File: config.mk
export PLATFORM = sky130hd
export DESIGN_NAME = ring_buffer_deque
export DESIGN_NICKNAME = d
export VERILOG_FILES = /design/src/design/rbd_pkg.sv /design/src/design/ring_buffer_deque.sv /design/src/design/rbd_ram.sv /design/src/design/rbd_dp.sv /design/src/design/rbd_ctrl.sv
export VERILOG_INCLUDE_DIRS = /design/src /design/src/design
export SDC_FILE = /design/constraint.sdc
export NUM_CORES = 1
export LEC_CHECK = 0
export CORE_MARGIN = 1
export CORE_UTILIZATION = 57
export CTS_CLUSTER_SIZE = 25
export DETAILED_ROUTE_END_ITERATION = 16
export DONT_BUFFER_PORTS = 1
export PLACE_DENSITY = 0.75
export SLEW_MARGIN = 30
export SYNTH_ARGS = -nofsm -noshare
export SYNTH_HDL_FRONTEND = slang
export SYNTH_SLANG_ARGS = --single-unit
File: constraint.sdc
create_clock -name aclk -period 3.8 [get_ports aclk]
set_clock_uncertainty 0.05 [all_clocks]
set_input_delay 0.76 -clock aclk [delete_from_list [all_inputs] [get_ports aclk]]
set_output_delay 0.76 -clock aclk [all_outputs]
set_load 0.01 [all_outputs]
File: src/design/ring_buffer_deque_defines.svh
// Assertion macros shared by the ring buffer deque modules.
`ifndef RING_BUFFER_DEQUE_DEFINES_SVH
`define RING_BUFFER_DEQUE_DEFINES_SVH

// Same-cycle implication, checked out of reset.
`define RBD_ASSERT_IMP(label, clk, rstn, ante, cons, msg) \
    label: assert property (@(posedge clk) disable iff (!rstn) (ante) |-> (cons)) \
        else $error(msg);

// Next-cycle implication, checked out of reset.
`define RBD_ASSERT_NXT(label, clk, rstn, ante, cons, msg) \
    label: assert property (@(posedge clk) disable iff (!rstn) (ante) |=> (cons)) \
        else $error(msg);

`endif

File: src/design/rbd_pkg.sv
// Shared types and codes for the ring buffer deque.
package rbd_pkg;

    localparam int DATA_W   = 32;
    localparam int ACTION_W = 2;
    localparam int STATUS_W = 2;

    localparam logic [ACTION_W-1:0] ACT_PUSH_REAR  = 2'd0;
    localparam logic [ACTION_W-1:0] ACT_PUSH_FRONT = 2'd1;
    localparam logic [ACTION_W-1:0] ACT_POP_FRONT  = 2'd2;
    localparam logic [ACTION_W-1:0] ACT_POP_REAR   = 2'd3;

    localparam logic [STATUS_W-1:0] ST_DONE  = 2'd0;
    localparam logic [STATUS_W-1:0] ST_FULL  = 2'd1;
    localparam logic [STATUS_W-1:0] ST_EMPTY = 2'd2;

    // controller to datapath
    typedef struct packed {
        logic accept;    // item taken this cycle
        logic load_pop;  // capture RAM read data into the result
    } dp_cmd_t;

    // datapath to controller
    typedef struct packed {
        logic need_read; // current item is a pop that removes an element
    } dp_sts_t;

endpackage

File: src/design/ring_buffer_deque.sv
// Top level of the ring buffer deque.
//
//  Channel  | Ports      | Contents
//  ---------+------------+-------------------------------------------------
//  input    | s_axis_*   | tuser: action; tdata: data
//  result   | m_axis_*   | tuser: status; tdata: popped_data, occupancy
//
// Pushes and refused actions register their result when accepted; a successful pop
// also passes the READ state, set by the registered read port of the slot RAM.
// A new item is taken while the previous result waits, as long as it is
// taken by the consumer in the same cycle.
// Reset (aresetn low, synchronous) empties the deque; slot contents are kept.
module ring_buffer_deque #(
    parameter int DEPTH = 16
) (
    input  logic aclk,
    input  logic aresetn,

    input  logic                                      s_axis_tvalid,
    output logic                                      s_axis_tready,
    input  logic [rbd_pkg::DATA_W-1:0]                s_axis_tdata,  // [31:0] data
    input  logic [rbd_pkg::ACTION_W-1:0]              s_axis_tuser,  // [1:0] action

    output logic                                      m_axis_tvalid,
    input  logic                                      m_axis_tready,
    output logic [((rbd_pkg::DATA_W + $clog2(DEPTH + 1) + 7) / 8) * 8 - 1:0]
                                                      m_axis_tdata,  // popped_data, occupancy
    output logic [rbd_pkg::STATUS_W-1:0]              m_axis_tuser   // [1:0] status
);

    localparam int CW    = $clog2(DEPTH + 1);
    localparam int OUT_W = ((rbd_pkg::DATA_W + CW + 7) / 8) * 8;

    rbd_pkg::dp_cmd_t cmd;
    rbd_pkg::dp_sts_t sts;

    logic [rbd_pkg::STATUS_W-1:0]           status;
    logic signed [rbd_pkg::DATA_W-1:0]      popped_data;
    logic [CW-1:0]                          occupancy;

    rbd_ctrl u_ctrl (
        .aclk    (aclk),
        .aresetn (aresetn),
        .s_valid (s_axis_tvalid),
        .s_ready (s_axis_tready),
        .m_valid (m_axis_tvalid),
        .m_ready (m_axis_tready),
        .sts     (sts),
        .cmd     (cmd)
    );

    rbd_dp #(
        .DEPTH (DEPTH)
    ) u_dp (
        .aclk        (aclk),
        .aresetn     (aresetn),
        .cmd         (cmd),
        .sts         (sts),
        .action      (s_axis_tuser),
        .data        (s_axis_tdata),
        .status      (status),
        .popped_data (popped_data),
        .occupancy   (occupancy)
    );

    assign m_axis_tuser = status;
    assign m_axis_tdata = OUT_W'({occupancy, popped_data});

endmodule

File: src/design/rbd_ram.sv
// Generic single-write, single-read RAM with registered read data.
module rbd_ram #(
    parameter int WIDTH = 32,
    parameter int DEPTH = 16
) (
    input  logic                     aclk,
    input  logic                     wr_en,
    input  logic [$clog2(DEPTH)-1:0] wr_addr,
    input  logic [WIDTH-1:0]         wr_data,
    input  logic                     rd_en,
    input  logic [$clog2(DEPTH)-1:0] rd_addr,
    output logic [WIDTH-1:0]         rd_data
);

    logic [WIDTH-1:0] mem_reg [DEPTH];
    logic [WIDTH-1:0] rd_data_reg;

    always_ff @(posedge aclk) begin
        if (wr_en) begin
            mem_reg[wr_addr] <= wr_data;
        end
        if (rd_en) begin
            rd_data_reg <= mem_reg[rd_addr];
        end
    end

    assign rd_data = rd_data_reg;

endmodule

File: src/design/rbd_dp.sv
// Deque datapath: indices, element count, slot RAM and result registers.
`include "ring_buffer_deque_defines.svh"

module rbd_dp #(
    parameter int DEPTH = 16,
    parameter int IW    = $clog2(DEPTH),
    parameter int CW    = $clog2(DEPTH + 1)
) (
    input  logic                            aclk,
    input  logic                            aresetn,
    input  rbd_pkg::dp_cmd_t                cmd,
    output rbd_pkg::dp_sts_t                sts,
    input  logic [rbd_pkg::ACTION_W-1:0]    action,
    input  logic signed [rbd_pkg::DATA_W-1:0] data,
    output logic [rbd_pkg::STATUS_W-1:0]    status,
    output logic signed [rbd_pkg::DATA_W-1:0] popped_data,
    output logic [CW-1:0]                   occupancy
);

    localparam logic [IW-1:0] LAST_IDX = IW'(DEPTH - 1);
    localparam logic [CW-1:0] FULL_CNT = CW'(DEPTH);

    logic [IW-1:0] head_reg, head_next;
    logic [IW-1:0] tail_reg, tail_next;
    logic [CW-1:0] count_reg, count_next;
    logic [rbd_pkg::STATUS_W-1:0] status_reg, res_status;
    logic [CW-1:0] occ_reg;
    logic signed [rbd_pkg::DATA_W-1:0] popped_reg;

    logic [IW-1:0] head_up, head_dn, tail_up, tail_dn;
    logic [IW-1:0] wr_addr, rd_addr;
    logic          wr_op, is_push, empty_w, full_w;
    logic [rbd_pkg::DATA_W-1:0] ram_rdata;

    assign head_up = (head_reg == LAST_IDX) ? '0 : head_reg + 1'b1;
    assign head_dn = (head_reg == '0) ? LAST_IDX : head_reg - 1'b1;
    assign tail_up = (tail_reg == LAST_IDX) ? '0 : tail_reg + 1'b1;
    assign tail_dn = (tail_reg == '0) ? LAST_IDX : tail_reg - 1'b1;

    assign is_push = (action == rbd_pkg::ACT_PUSH_REAR) || (action == rbd_pkg::ACT_PUSH_FRONT);
    assign empty_w = (count_reg == '0);
    assign full_w  = (count_reg == FULL_CNT);

    always_comb begin
        head_next  = head_reg;
        tail_next  = tail_reg;
        count_next = count_reg;
        res_status = rbd_pkg::ST_DONE;
        wr_op      = 1'b0;
        wr_addr    = tail_up;
        rd_addr    = head_reg;
        if (is_push) begin
            if (full_w) begin
                res_status = rbd_pkg::ST_FULL;
            end else begin
                wr_op      = 1'b1;
                count_next = count_reg + 1'b1;
                if (empty_w) begin
                    wr_addr   = '0;
                    head_next = '0;
                    tail_next = '0;
                end else if (action == rbd_pkg::ACT_PUSH_REAR) begin
                    wr_addr   = tail_up;
                    tail_next = tail_up;
                end else begin
                    wr_addr   = head_dn;
                    head_next = head_dn;
                end
            end
        end else begin
            if (empty_w) begin
                res_status = rbd_pkg::ST_EMPTY;
            end else begin
                count_next = count_reg - 1'b1;
                if (action == rbd_pkg::ACT_POP_FRONT) begin
                    rd_addr = head_reg;
                    if (count_reg > CW'(1)) begin
                        head_next = head_up;
                    end
                end else begin
                    rd_addr = tail_reg;
                    if (count_reg > CW'(1)) begin
                        tail_next = tail_dn;
                    end
                end
            end
        end
    end

    assign sts.need_read = !is_push && !empty_w;

    always_ff @(posedge aclk) begin
        if (!aresetn) begin
            head_reg  <= '0;
            tail_reg  <= '0;
            count_reg <= '0;
        end else if (cmd.accept) begin
            head_reg  <= head_next;
            tail_reg  <= tail_next;
            count_reg <= count_next;
        end
    end

    always_ff @(posedge aclk) begin
        if (cmd.accept) begin
            status_reg <= res_status;
            occ_reg    <= count_next;
            popped_reg <= '0;
        end else if (cmd.load_pop) begin
            popped_reg <= ram_rdata;
        end
    end

    rbd_ram #(
        .WIDTH (rbd_pkg::DATA_W),
        .DEPTH (DEPTH)
    ) u_ram (
        .aclk    (aclk),
        .wr_en   (cmd.accept && wr_op),
        .wr_addr (wr_addr),
        .wr_data (data),
        .rd_en   (cmd.accept && sts.need_read),
        .rd_addr (rd_addr),
        .rd_data (ram_rdata)
    );

    assign status      = status_reg;
    assign popped_data = popped_reg;
    assign occupancy   = occ_reg;

    `RBD_ASSERT_IMP(a_count_bound, aclk, aresetn, 1'b1, count_reg <= FULL_CNT, "count over depth")
    `RBD_ASSERT_NXT(a_full_hold, aclk, aresetn, cmd.accept && is_push && full_w, $stable(count_reg) && status_reg == rbd_pkg::ST_FULL, "refused push changed count")

endmodule

File: src/design/rbd_ctrl.sv
// Deque controller: accept/read sequencing and output item handshake.
`include "ring_buffer_deque_defines.svh"

module rbd_ctrl (
    input  logic             aclk,
    input  logic             aresetn,
    input  logic             s_valid,
    output logic             s_ready,
    output logic             m_valid,
    input  logic             m_ready,
    input  rbd_pkg::dp_sts_t sts,
    output rbd_pkg::dp_cmd_t cmd
);

    localparam logic ST_IDLE = 1'b0;
    localparam logic ST_READ = 1'b1;

    logic state_reg, state_next;
    logic m_valid_reg, m_valid_next;
    logic accept;

    assign s_ready = (state_reg == ST_IDLE) && (!m_valid_reg || m_ready);
    assign accept  = s_valid && s_ready;

    always_comb begin
        state_next   = state_reg;
        m_valid_next = m_valid_reg;
        if (m_ready) begin
            m_valid_next = 1'b0;
        end
        case (state_reg)
            ST_IDLE: begin
                if (accept) begin
                    if (sts.need_read) begin
                        state_next   = ST_READ;
                        m_valid_next = 1'b0;
                    end else begin
                        m_valid_next = 1'b1;
                    end
                end
            end
            ST_READ: begin
                state_next   = ST_IDLE;
                m_valid_next = 1'b1;
            end
            default: begin
                state_next = ST_IDLE;
            end
        endcase
    end

    always_ff @(posedge aclk) begin
        if (!aresetn) begin
            state_reg   <= ST_IDLE;
            m_valid_reg <= 1'b0;
        end else begin
            state_reg   <= state_next;
            m_valid_reg <= m_valid_next;
        end
    end

    assign cmd.accept   = accept;
    assign cmd.load_pop = (state_reg == ST_READ);
    assign m_valid      = m_valid_reg;

    `RBD_ASSERT_NXT(a_read_enter, aclk, aresetn, accept && sts.need_read, state_reg == ST_READ, "pop did not start read")
    `RBD_ASSERT_NXT(a_read_done, aclk, aresetn, state_reg == ST_READ, state_reg == ST_IDLE && m_valid_reg, "read did not post item")
    `RBD_ASSERT_IMP(a_read_free, aclk, aresetn, state_reg == ST_READ, !m_valid_reg, "result register busy during read")

endmodule
* Yosys cells after proc, flatten, opt, wreduce, memory -nomap -nowiden
Memory sizes are Yosys's and may differ from the RTL's. A register that Yosys moved wholly into a read port is not among the register bits.
Index checks and enable logic that the tools add are counted.
** Word-level totals
- Register bits after elaboration :: 54
- RAM bits :: 512
- Input port bits :: 38
- Output and inout bits :: 44
- Memories kept :: 1
** Memories
- u_dp.u_ram.mem_reg :: words 16, width 32, rd ports 1, clocked after Yosys merged registers in 1, wr ports 1, line rbd_ram.sv:15 : logic [WIDTH-1:0] mem_reg [DEPTH];
** Operators by class
- Add/subtract/negate cells :: 6
- $lt $le $gt $ge :: 1
- Equal/unequal tests :: 11
- Mux-type cells :: 42
- Bitwise operators :: 1
- Reductions and logical operators :: 18
** Operators with widths (count)
- $mux W4 :: 25
- $mux W5 :: 3
- $reduce_and A6 Y1 :: 2
- $mux W1 :: 10
- $add A4 B1 Y4 const B :: 2
- $eq A4 B4 Y1 const B :: 2
- $logic_not A4 Y1 :: 2
- $sub A4 B1 Y4 const B :: 2
- $ne A3 B3 Y1 const B :: 2
- $add A5 B1 Y5 const B :: 1
- $eq A5 B5 Y1 const B :: 1
- $gt A5 B1 Y1 const B :: 1
- $logic_and A1 B1 Y1 :: 5
- $logic_not A5 Y1 :: 1
- $sub A5 B1 Y5 const B :: 1
- $mux W2 :: 2
- $ne A2 B1 Y1 const B :: 2
- $pmux W1 S2 :: 2
- $reduce_bool A2 Y1 :: 2
- $logic_not A1 Y1 :: 3
- $ne A3 B2 Y1 const B :: 1
- $eq A2 B1 Y1 const B :: 1
- $eq A2 B2 Y1 const B :: 1
- $logic_not A2 Y1 :: 1
- other kinds (3) :: 4

* Logic depth before layout (Yosys ltp)
Gate-level depths: netlist of the first run.
- Word-level depth :: 7
- Depth in mapped cells :: 12

* Cells and area by module
Synthesis of the first run repeated with hierarchy kept, for this count alone.
** Second synthesis, totals
- Cell total of the unflattened synthesis :: 1160
- Area total of the unflattened synthesis :: 23108.4 µm²
** By module, submodules not included
- rbd_ram :: instances 1, cells each 838, area an instance 20155.6 µm², sequential area each 16335.7 µm²
- rbd_dp :: instances 1, cells each 307, area an instance 2812.7 µm², sequential area each 1111.1 µm²
- rbd_ctrl :: instances 1, cells each 11, area an instance 113.9 µm², sequential area each 40.0 µm²
- ring_buffer_deque :: instances 1, cells each 4, area an instance 26.3 µm², sequential area each 0.0 µm²

* Least setup slack after synthesis of the first run
OpenSTA, ideal clock, no wires.
- Path kind :: reg-to-reg
- Start point :: reg u_dp.count_reg[0]
- End point :: mem u_dp.u_ram.mem_reg[0][0] (enable)
- Data arrival time :: 3.515 ns
- Slack :: -0.186 ns
- Stages on the path, launching flop included :: 9
- Path buffers :: 1
- Clock period less this slack :: 3.986 ns
- Path through :: dfxtp_1 clkbuf_1 inv_1 ha_1 nor3b_1 a21oi_1 o32ai_1 or2_2 nor2_1
** Between the ends
- Longest elaborated chain between the ends :: 6
- Elaborated cells on any way between the ends :: 10
- Those cells by class :: eq/ne (1); mux (7); reduce/logical (2)
** RTL lines
- from (decl) :: line rbd_dp.sv:25 : logic [CW-1:0] count_reg, count_next;
- from (signal assigned) :: line rbd_dp.sv:100 : count_reg <= count_next;
- $eq A5 B5 Y1 :: line rbd_dp.sv:42 : assign full_w = (count_reg == FULL_CNT);
- $mux W1 :: line rbd_dp.sv:53 : if (full_w) begin
- $mux W1 :: line rbd_dp.sv:52 : if (is_push) begin
- $logic_and A1 B1 Y1 :: line rbd_dp.sv:119 : .wr_en (cmd.accept && wr_op),
- $mux W1 :: line rbd_ram.sv:19 : if (wr_en) begin
- $mux W1 (implied by the code) :: line rbd_ram.sv:20 : mem_reg[wr_addr] <= wr_data;
- to (decl) :: line rbd_ram.sv:15
Several ways; a longest one is shown, not always the timed one.

* Worst setup path after layout of the first run
- Start point :: reg u_dp.count_reg[0]
- End point :: mem u_dp.u_ram.mem_reg[6][19] (enable)
The elaborated chain is that of the path after synthesis.

==> results by group, run 1 <==
Outcome
  – Status: completed

Yosys
  – Sequential area share after synthesis: 72.52%
  – YS warnings: 0
  – Synth unique cells: 66
  – Main synth FF type: edfxtp_1
  – Syn Area/Cell: 14.63 um^2
  – Post-synth EDFFs: 551
  – Most area-consuming cells after synthesis: edfxtp_1, dfxtp_1, mux2i_1
  – Syn Inst Count: 1648
  – Share of the synthesized area in the top cell type: 68.62%
  – Async S/R FF share, synth: 0%
  – Synth Cell Area: 0.02411 mm^2
  – Biggest area consumer among synthesized cells: edfxtp_1
  – Register bit total from synthesis: 598

Min path
  – Hold crit path type: input pin to flip-flop

Pwr
  – Combinational Power Share: 16.7%
  – Psw: 4347 uW
  – Clock share of power: 35.3%
  – Cell Int Power: 11920 uW
  – VDD IR max: 0.3878 mV
  – Power Density: 600.8 mW/mm^2
  – P_leak: 0.009116 uW
  – Sequential share of power: 48.0%
  – Switch share: 26.72%

Placement
  – Placed cell area: 0.02513 mm^2
  – IO buf count: 0
  – Gpl congestion: 0.8921
  – Dpl hpwl: 32.15 mm
  – Post-Place Cells: 2116

Critical path
  – CP max stage cell: a21oi_1
  – Worst EP arrival: 3.78 ns
  – Worst EP required: 4.07 ns
  – CP max FO: 13
  – Crit path launch type: flip-flop
  – Setup Crit Path Kind: flip-flop to flip-flop
  – Sequence of cells on the critical path: inv_1 > ha_1 > nor3b_2 > a21oi_1 > o22ai_1 > nand2b_1 > nor2_4 > buf_12
  – Setup crit end kind: flip-flop
  – Max incr delay on CP: 0.55 ns

Global routing
  – Vias in the first global route: 14270
  – Global-route wire length before repair: 86.14 mm
  – GRT Total Usage: 26.47%
  – Final global-route overflow total: 0
  – Initial antenna violation count: 0
  – Largest net degree at the start of global routing: 98

Routing
  – Routed Antenna Nets: 0
  – TritonRoute pass-1 iters: 6
  – Drt initial violations: 1882
  – DRC violations left: 0
  – DR vias: 14860
  – Detailed Route WL: 57.65 mm
  – WL/cell: 25.94 um
  – Vias per cell: 6.689

Final layout
  – Syn-to-layout area delta: 12.28%
  – Final Core Density: 65.56%
  – Nets: 1691
  – Layout fillers: 2757
  – Max reg flops: 512
  – Layout cells sized above 1: 11.66%
  – Design Area, Final: 0.02707 mm^2
  – # diodes: 0
  – Post-route non-filler standard cell count: 2222

Floorplanning
  – Die height: 207.7 um
  – Rows: 74
  – Die width: 207.7 um
  – Core area: 0.04129 mm^2
  – I/O pin count: 82
  – Starting Density: 58.39%
  – Die Area: 0.04313 mm^2

STA
  – Slew Limit Fails: 0
  – Slew HR: 51.26%
  – Tmin final: 3.504 ns
  – Slew @ Worst Pin: 0.7311 ns
  – Fin crit share: 92.21%
  – RSZ-0062 raised after global routing: no
  – Finish-stage setup viols: 0
  – Final TNS setup: 0 ns
  – Final hold viol count: 0
  – Worst hold margin: 0.1810 ns
  – F_max: 285.4 MHz

Clocking
  – CTS root buf: clkbuf_16
  – CTS buffer count: 58
  – CTS tree: yes
  – Clock Tree Buf Depth: 3
  – Post-CTS Setup Inserts: 0
  – Worst skew pair latency: 0.62 ns
  – CTS sink count: 598
  – H-tree depth: 2
  – Worst-path clk slew: 0.07 ns

Run
  – Max_cap viols: 0
[logic make-up after synthesis]
| family | after synthesis | synth area share (%) |
|---|---|---|
| fa+ha+maj | 9 | 0.4670 |
| other cells | 1 | 0.01555 |
| mux | 102 | 4.302 |
| flops | 598 | 72.52 |
| simple gates | 381 | 7.581 |
| xor+xnor | 3 | 0.1090 |
| compound gates | 413 | 12.26 |
| buf+inv | 141 | 2.745 |
[layout by cell type (no fill, tap or decap), types with 11 or more instances in the layout]
cell	n
edfxtp_1	551
nand2_1	145
mux2i_1	89
o21ai_0	82
a21oi_1	81
and3_1	76
clkbuf_16	65
nor2_1	54
nand3_1	54
dfxtp_1	46
a211oi_1	43
buf_4	36
a221oi_1	35
buf_12	24
a211o_1	23
a221o_1	21
nor2_4	18
a32oi_1	18
a311oi_1	16
clkbuf_1	16
inv_1	15
a31oi_1	11
o221ai_1	11
[critical path, delay by kind of cell (launching register included)]
kind / cells / cell delay [ns]
buf+inv: 2 / 0.42
compound gates: 2 / 0.86
flops: 1 / 0.50
simple gates: 3 / 1.08
fa+ha+maj: 1 / 0.30
[layer usage]
metal	part of all wire, %	wire length, um	track usage (%)
met5	0	0	0
met1	40	23160	37.15
met3	9.9	5733	5.129
met4	2.8	1616	9.349
met2	47	27140	41.69
[cell type report]
type / count / area (um^2) / share of cell area, %
flip-flops and latches: 598 / 17490 / 64.59
multi-input cells: 911 / 6172 / 22.80
clock buffers: 87 / 1769 / 6.535
repair buffers: 60 / 750.7 / 2.773
well taps: 532 / 665.6 / 2.459
clock inverters: 19 / 171.4 / 0.6331
inverters: 15 / 56.30 / 0.2080
[Yosys cell counts, drive strengths merged (44+ instances only)]
master and n:
buf 59, a21oi 82, nor2 72, a211oi 44, clkbuf 67, mux2i 92, and3 76, nand3 56
nand2 146, dfxtp 47, edfxtp 551, o21ai 85
[stage by stage]
step	total power (uW)	setup slack, ns
after floorplan	9730	-0.1819
after global placement	10530	0.4003
after detailed placement	10610	0.1467
after CTS	16300	0.1361
after global routing	16790	0.08750
final	16270	0.2961
[path summary, 6_finish.rpt]
check / start / to / slack, ns / cells after the start
worst min register to register: u_dp.u_ram.rd_data[5]$_DFFE_PP_ / u_dp.popped_data[5]$_SDFFE_PP0P_ / 0.44 / 2
worst max register to register: u_dp.count_reg[0]$_SDFFE_PN0P_ / u_dp.u_ram.mem_reg[6][19]$_DFFE_PP_ / 0.30 / 8
worst min-delay path: s_axis_tdata[25] / u_dp.u_ram.mem_reg[14][25]$_DFFE_PP_ / 0.18 / 0
worst max-delay path: u_dp.count_reg[0]$_SDFFE_PN0P_ / u_dp.u_ram.mem_reg[6][19]$_DFFE_PP_ / 0.30 / 8
[timing repair]
action,in CTS,in global routing
hold buffers,0,0
resized for setup,0,1
endpoints found under the setup margin,0,115
[power groups by stage]
| stage | logic, uW | registers [uW] | clock network [uW] |
|---|---|---|---|
| after floorplan | 1890 | 7840 | 0 |
| after global placement | 2600 | 7930 | 0 |
| after detailed placement | 2670 | 7940 | 0 |
| after CTS | 2690 | 7800 | 5810 |
| after global routing | 2920 | 7820 | 6040 |
| final | 2710 | 7800 | 5750 |
Power figures use the tool's default switching activity.
==> inputs of run 2 (changes only) <==
--- a/config.mk
+++ b/config.mk
@@ -7,11 +7,11 @@
 export NUM_CORES = 1
 export LEC_CHECK = 0
 export CORE_MARGIN = 1
-export CORE_UTILIZATION = 57
+export CORE_UTILIZATION = 60
 export CTS_CLUSTER_SIZE = 25
 export DETAILED_ROUTE_END_ITERATION = 16
 export DONT_BUFFER_PORTS = 1
-export PLACE_DENSITY = 0.75
+export PLACE_DENSITY = 0.76
 export SLEW_MARGIN = 30
 export SYNTH_ARGS = -nofsm -noshare
 export SYNTH_HDL_FRONTEND = slang
==> constraint.sdc (replaced) <==
create_clock -name aclk -period 4.3 [get_ports aclk]
set_clock_uncertainty 0.05 [all_clocks]
set_input_delay 0.86 -clock aclk [delete_from_list [all_inputs] [get_ports aclk]]
set_output_delay 0.86 -clock aclk [all_outputs]
set_load 0.01 [all_outputs]
==> run 2 against run 1 <==
Net effect: wire length down 0.32%; final area down 0.65%; cell count down 0.68%; combinational power down 13%; highest routed layer unchanged; via count down 1.0%; largest power group unchanged.
==> results by group, run 2 (synthesized netlist as in run 1, its figures left out) <==
Clocking
  – Worst skew pair latency: 0.62 ns (about the same)
  – CTS sink count: 598 (unchanged)
  – CTS tree: yes (unchanged)
  – CTS root buf: clkbuf_16 (unchanged)
  – Clock Tree Buf Depth: 3 (unchanged)
  – Worst-path clk slew: 0.06 ns (was 0.07 ns)
  – Post-CTS resize count: 0 (unchanged)
  – Hold buffer count at CTS: 0 (unchanged)
  – Post-CTS Setup Inserts: 0 (unchanged)
  – CTS buffer count: 59 (was 58)
  – H-tree depth: 2 (unchanged)

Final layout
  – Nets: 1681 (was 1691)
  – Most frequent cells in the layout: edfxtp_1, nand2_1, mux2i_1 (unchanged)
  – Final Core Density: 67.86% (was 65.56%)
  – Commonest non-fill, non-tap cell in the layout: edfxtp_1 (unchanged)
  – # diodes: 0 (unchanged)
  – Layout cells sized above 1: 11.00% (was 11.66%)
  – Layout fillers: 2580 (was 2757)
  – Design Area, Final: 0.02690 mm^2 (was 0.02707 mm^2)
  – Syn-to-layout area delta: 11.56% (was 12.28%)
  – Post-route non-filler standard cell count: 2207 (was 2222)
  – Max reg flops: 512 (unchanged)

Floorplanning
  – Rows: 73 (was 74)
  – I/O pin count: 82 (unchanged)
  – Die width: 202.5 um (was 207.7 um)
  – Die Area: 0.04099 mm^2 (was 0.04313 mm^2)
  – Starting Density: 60.83% (was 58.39%)
  – Die height: 202.5 um (was 207.7 um)
  – Core area: 0.03964 mm^2 (was 0.04129 mm^2)

Critical path
  – Setup crit end kind: flip-flop (unchanged)
  – Setup Crit Path Kind: flip-flop to flip-flop (unchanged)
  – CP max FO: 16 (was 13)
  – Crit path launch type: flip-flop (unchanged)
  – Worst EP arrival: 4.08 ns (was 3.78 ns)
  – Worst EP required: 4.53 ns (was 4.07 ns)

Global routing
  – M2 GR Usage: 45.16% (was 41.69%)
  – Largest net degree at the start of global routing: 99 (was 98)
  – Met3 Usage GRT: 4.928% (was 5.129%)
  – Global-route wire length before repair: 86.81 mm (was 86.14 mm)
  – GR Layer Usage met1: 39.46% (was 37.15%)
  – Busiest grt layer: met2 (unchanged)
  – Final global-route overflow total: 0 (unchanged)
  – Initial antenna violation count: 0 (unchanged)
  – GRT Total Usage: 28.18% (was 26.47%)
  – Vias in the first global route: 14350 (was 14270)

Min path
  – Hold crit path type: input pin to flip-flop (unchanged)

Pwr
  – VDD IR max: 0.3373 mV (was 0.3878 mV)
  – P_leak: 0.009034 uW (was 0.009116 uW)
  – Power Density: 534.0 mW/mm^2 (was 600.8 mW/mm^2)

Placement
  – Placed cell area: 0.02494 mm^2 (was 0.02513 mm^2)
  – Dpl hpwl: 32.52 mm (was 32.15 mm)
  – IO buf count: 0 (unchanged)
  – Post-Place Cells: 2097 (was 2116)
  – Gpl congestion: 0.8896 (was 0.8921)

STA
  – Fin crit share: 89.39% (was 92.21%)
  – RSZ-0062 raised after global routing: no (unchanged)
  – F_max: 260.1 MHz (was 285.4 MHz)
  – Tmin final: 3.844 ns (was 3.504 ns)
  – Slew HR: 41.13% (was 51.26%)
  – Final hold viol count: 0 (unchanged)
  – Slew @ Worst Pin: 0.8659 ns (was 0.7311 ns)
  – Worst hold margin: 0.2877 ns (was 0.1810 ns)
  – Slew Limit Fails: 0 (unchanged)
  – Finish-stage setup viols: 0 (unchanged)
  – Final TNS setup: 0 ns (unchanged)

Routing
  – DRC violations left: 0 (unchanged)
  – Routed Antenna Nets: 0 (unchanged)
  – TritonRoute pass-1 iters: 5 (was 6)
  – Drt initial violations: 1864 (was 1882)
  – DR vias: 14710 (was 14860)
  – Vias per cell: 6.665 (was 6.689)
  – WL/cell: 26.04 um (was 25.94 um)
  – Detailed Route WL: 57.46 mm (was 57.65 mm)

Run
  – Max_cap viols: 0 (unchanged)

Outcome
  – Status: completed (unchanged)
[run 2: area by class of cell]
class                      count  area, um^2  area share (%)
timing repair buffer          49       588.1           2.186
clock buffer                  82        1633           6.070
clock inverter                27       309.0           1.149
sequential                   598       17490           65.02
multi-input combinational    911        6167           22.93
inverter                      15       56.30          0.2093
tap                          525       656.9           2.442
[run 2: layer usage]
layer | vias to the layer above | share of wire (%)
li1 | 6454 | -
met1 | 7392 | 40
met2 | 748 | 48
met3 | 115 | 8.6
met4 | 0 | 3.0
met5 | - | 0
[run 2: per-stage QoR]
step	total power, uW	setup WS, ns
after floorplan	8590	0.3140
after global placement	9273	0.6393
after detailed placement	9347	0.5186
after CTS	14400	0.4958
after global routing	14820	0.2116
final	14360	0.4560
[run 2: where the power goes]
| part | total (uW) | internal, uW | switching (uW) |
|---|---|---|---|
| Sequential | 6890 | 6720 | 169 |
| Clock | 5100 | 2960 | 2140 |
| Combinational | 2370 | 821 | 1550 |
| Total | 14400 | 10500 | 3860 |
[run 2: path summary, 6_finish.rpt]
path                              startpoint                             endpoint  slack, ns  cells past startpoint
min                          s_axis_tdata[2]   u_dp.u_ram.mem_reg[2][2]$_DFFE_PP_       0.29                      0
max           u_dp.count_reg[0]$_SDFFE_PN0P_  u_dp.u_ram.mem_reg[0][13]$_DFFE_PP_       0.46                     10
max reg2reg   u_dp.count_reg[0]$_SDFFE_PN0P_  u_dp.u_ram.mem_reg[0][13]$_DFFE_PP_       0.46                     10
min reg2reg  u_dp.u_ram.rd_data[5]$_DFFE_PP_     u_dp.popped_data[5]$_SDFFE_PP0P_       0.44                      2
[run 2: worst max-delay path: stages (launching register included)]
cell and delay (ns):
dfxtp_1 0.49, inv_1 0.19, ha_1 0.29, nor3b_1 0.15, buf_4 0.18, a21oi_1 0.57
nand2_1 0.26, nor2b_1 0.22, nand2b_1 0.26, nor2_4 0.44, buf_4 0.39
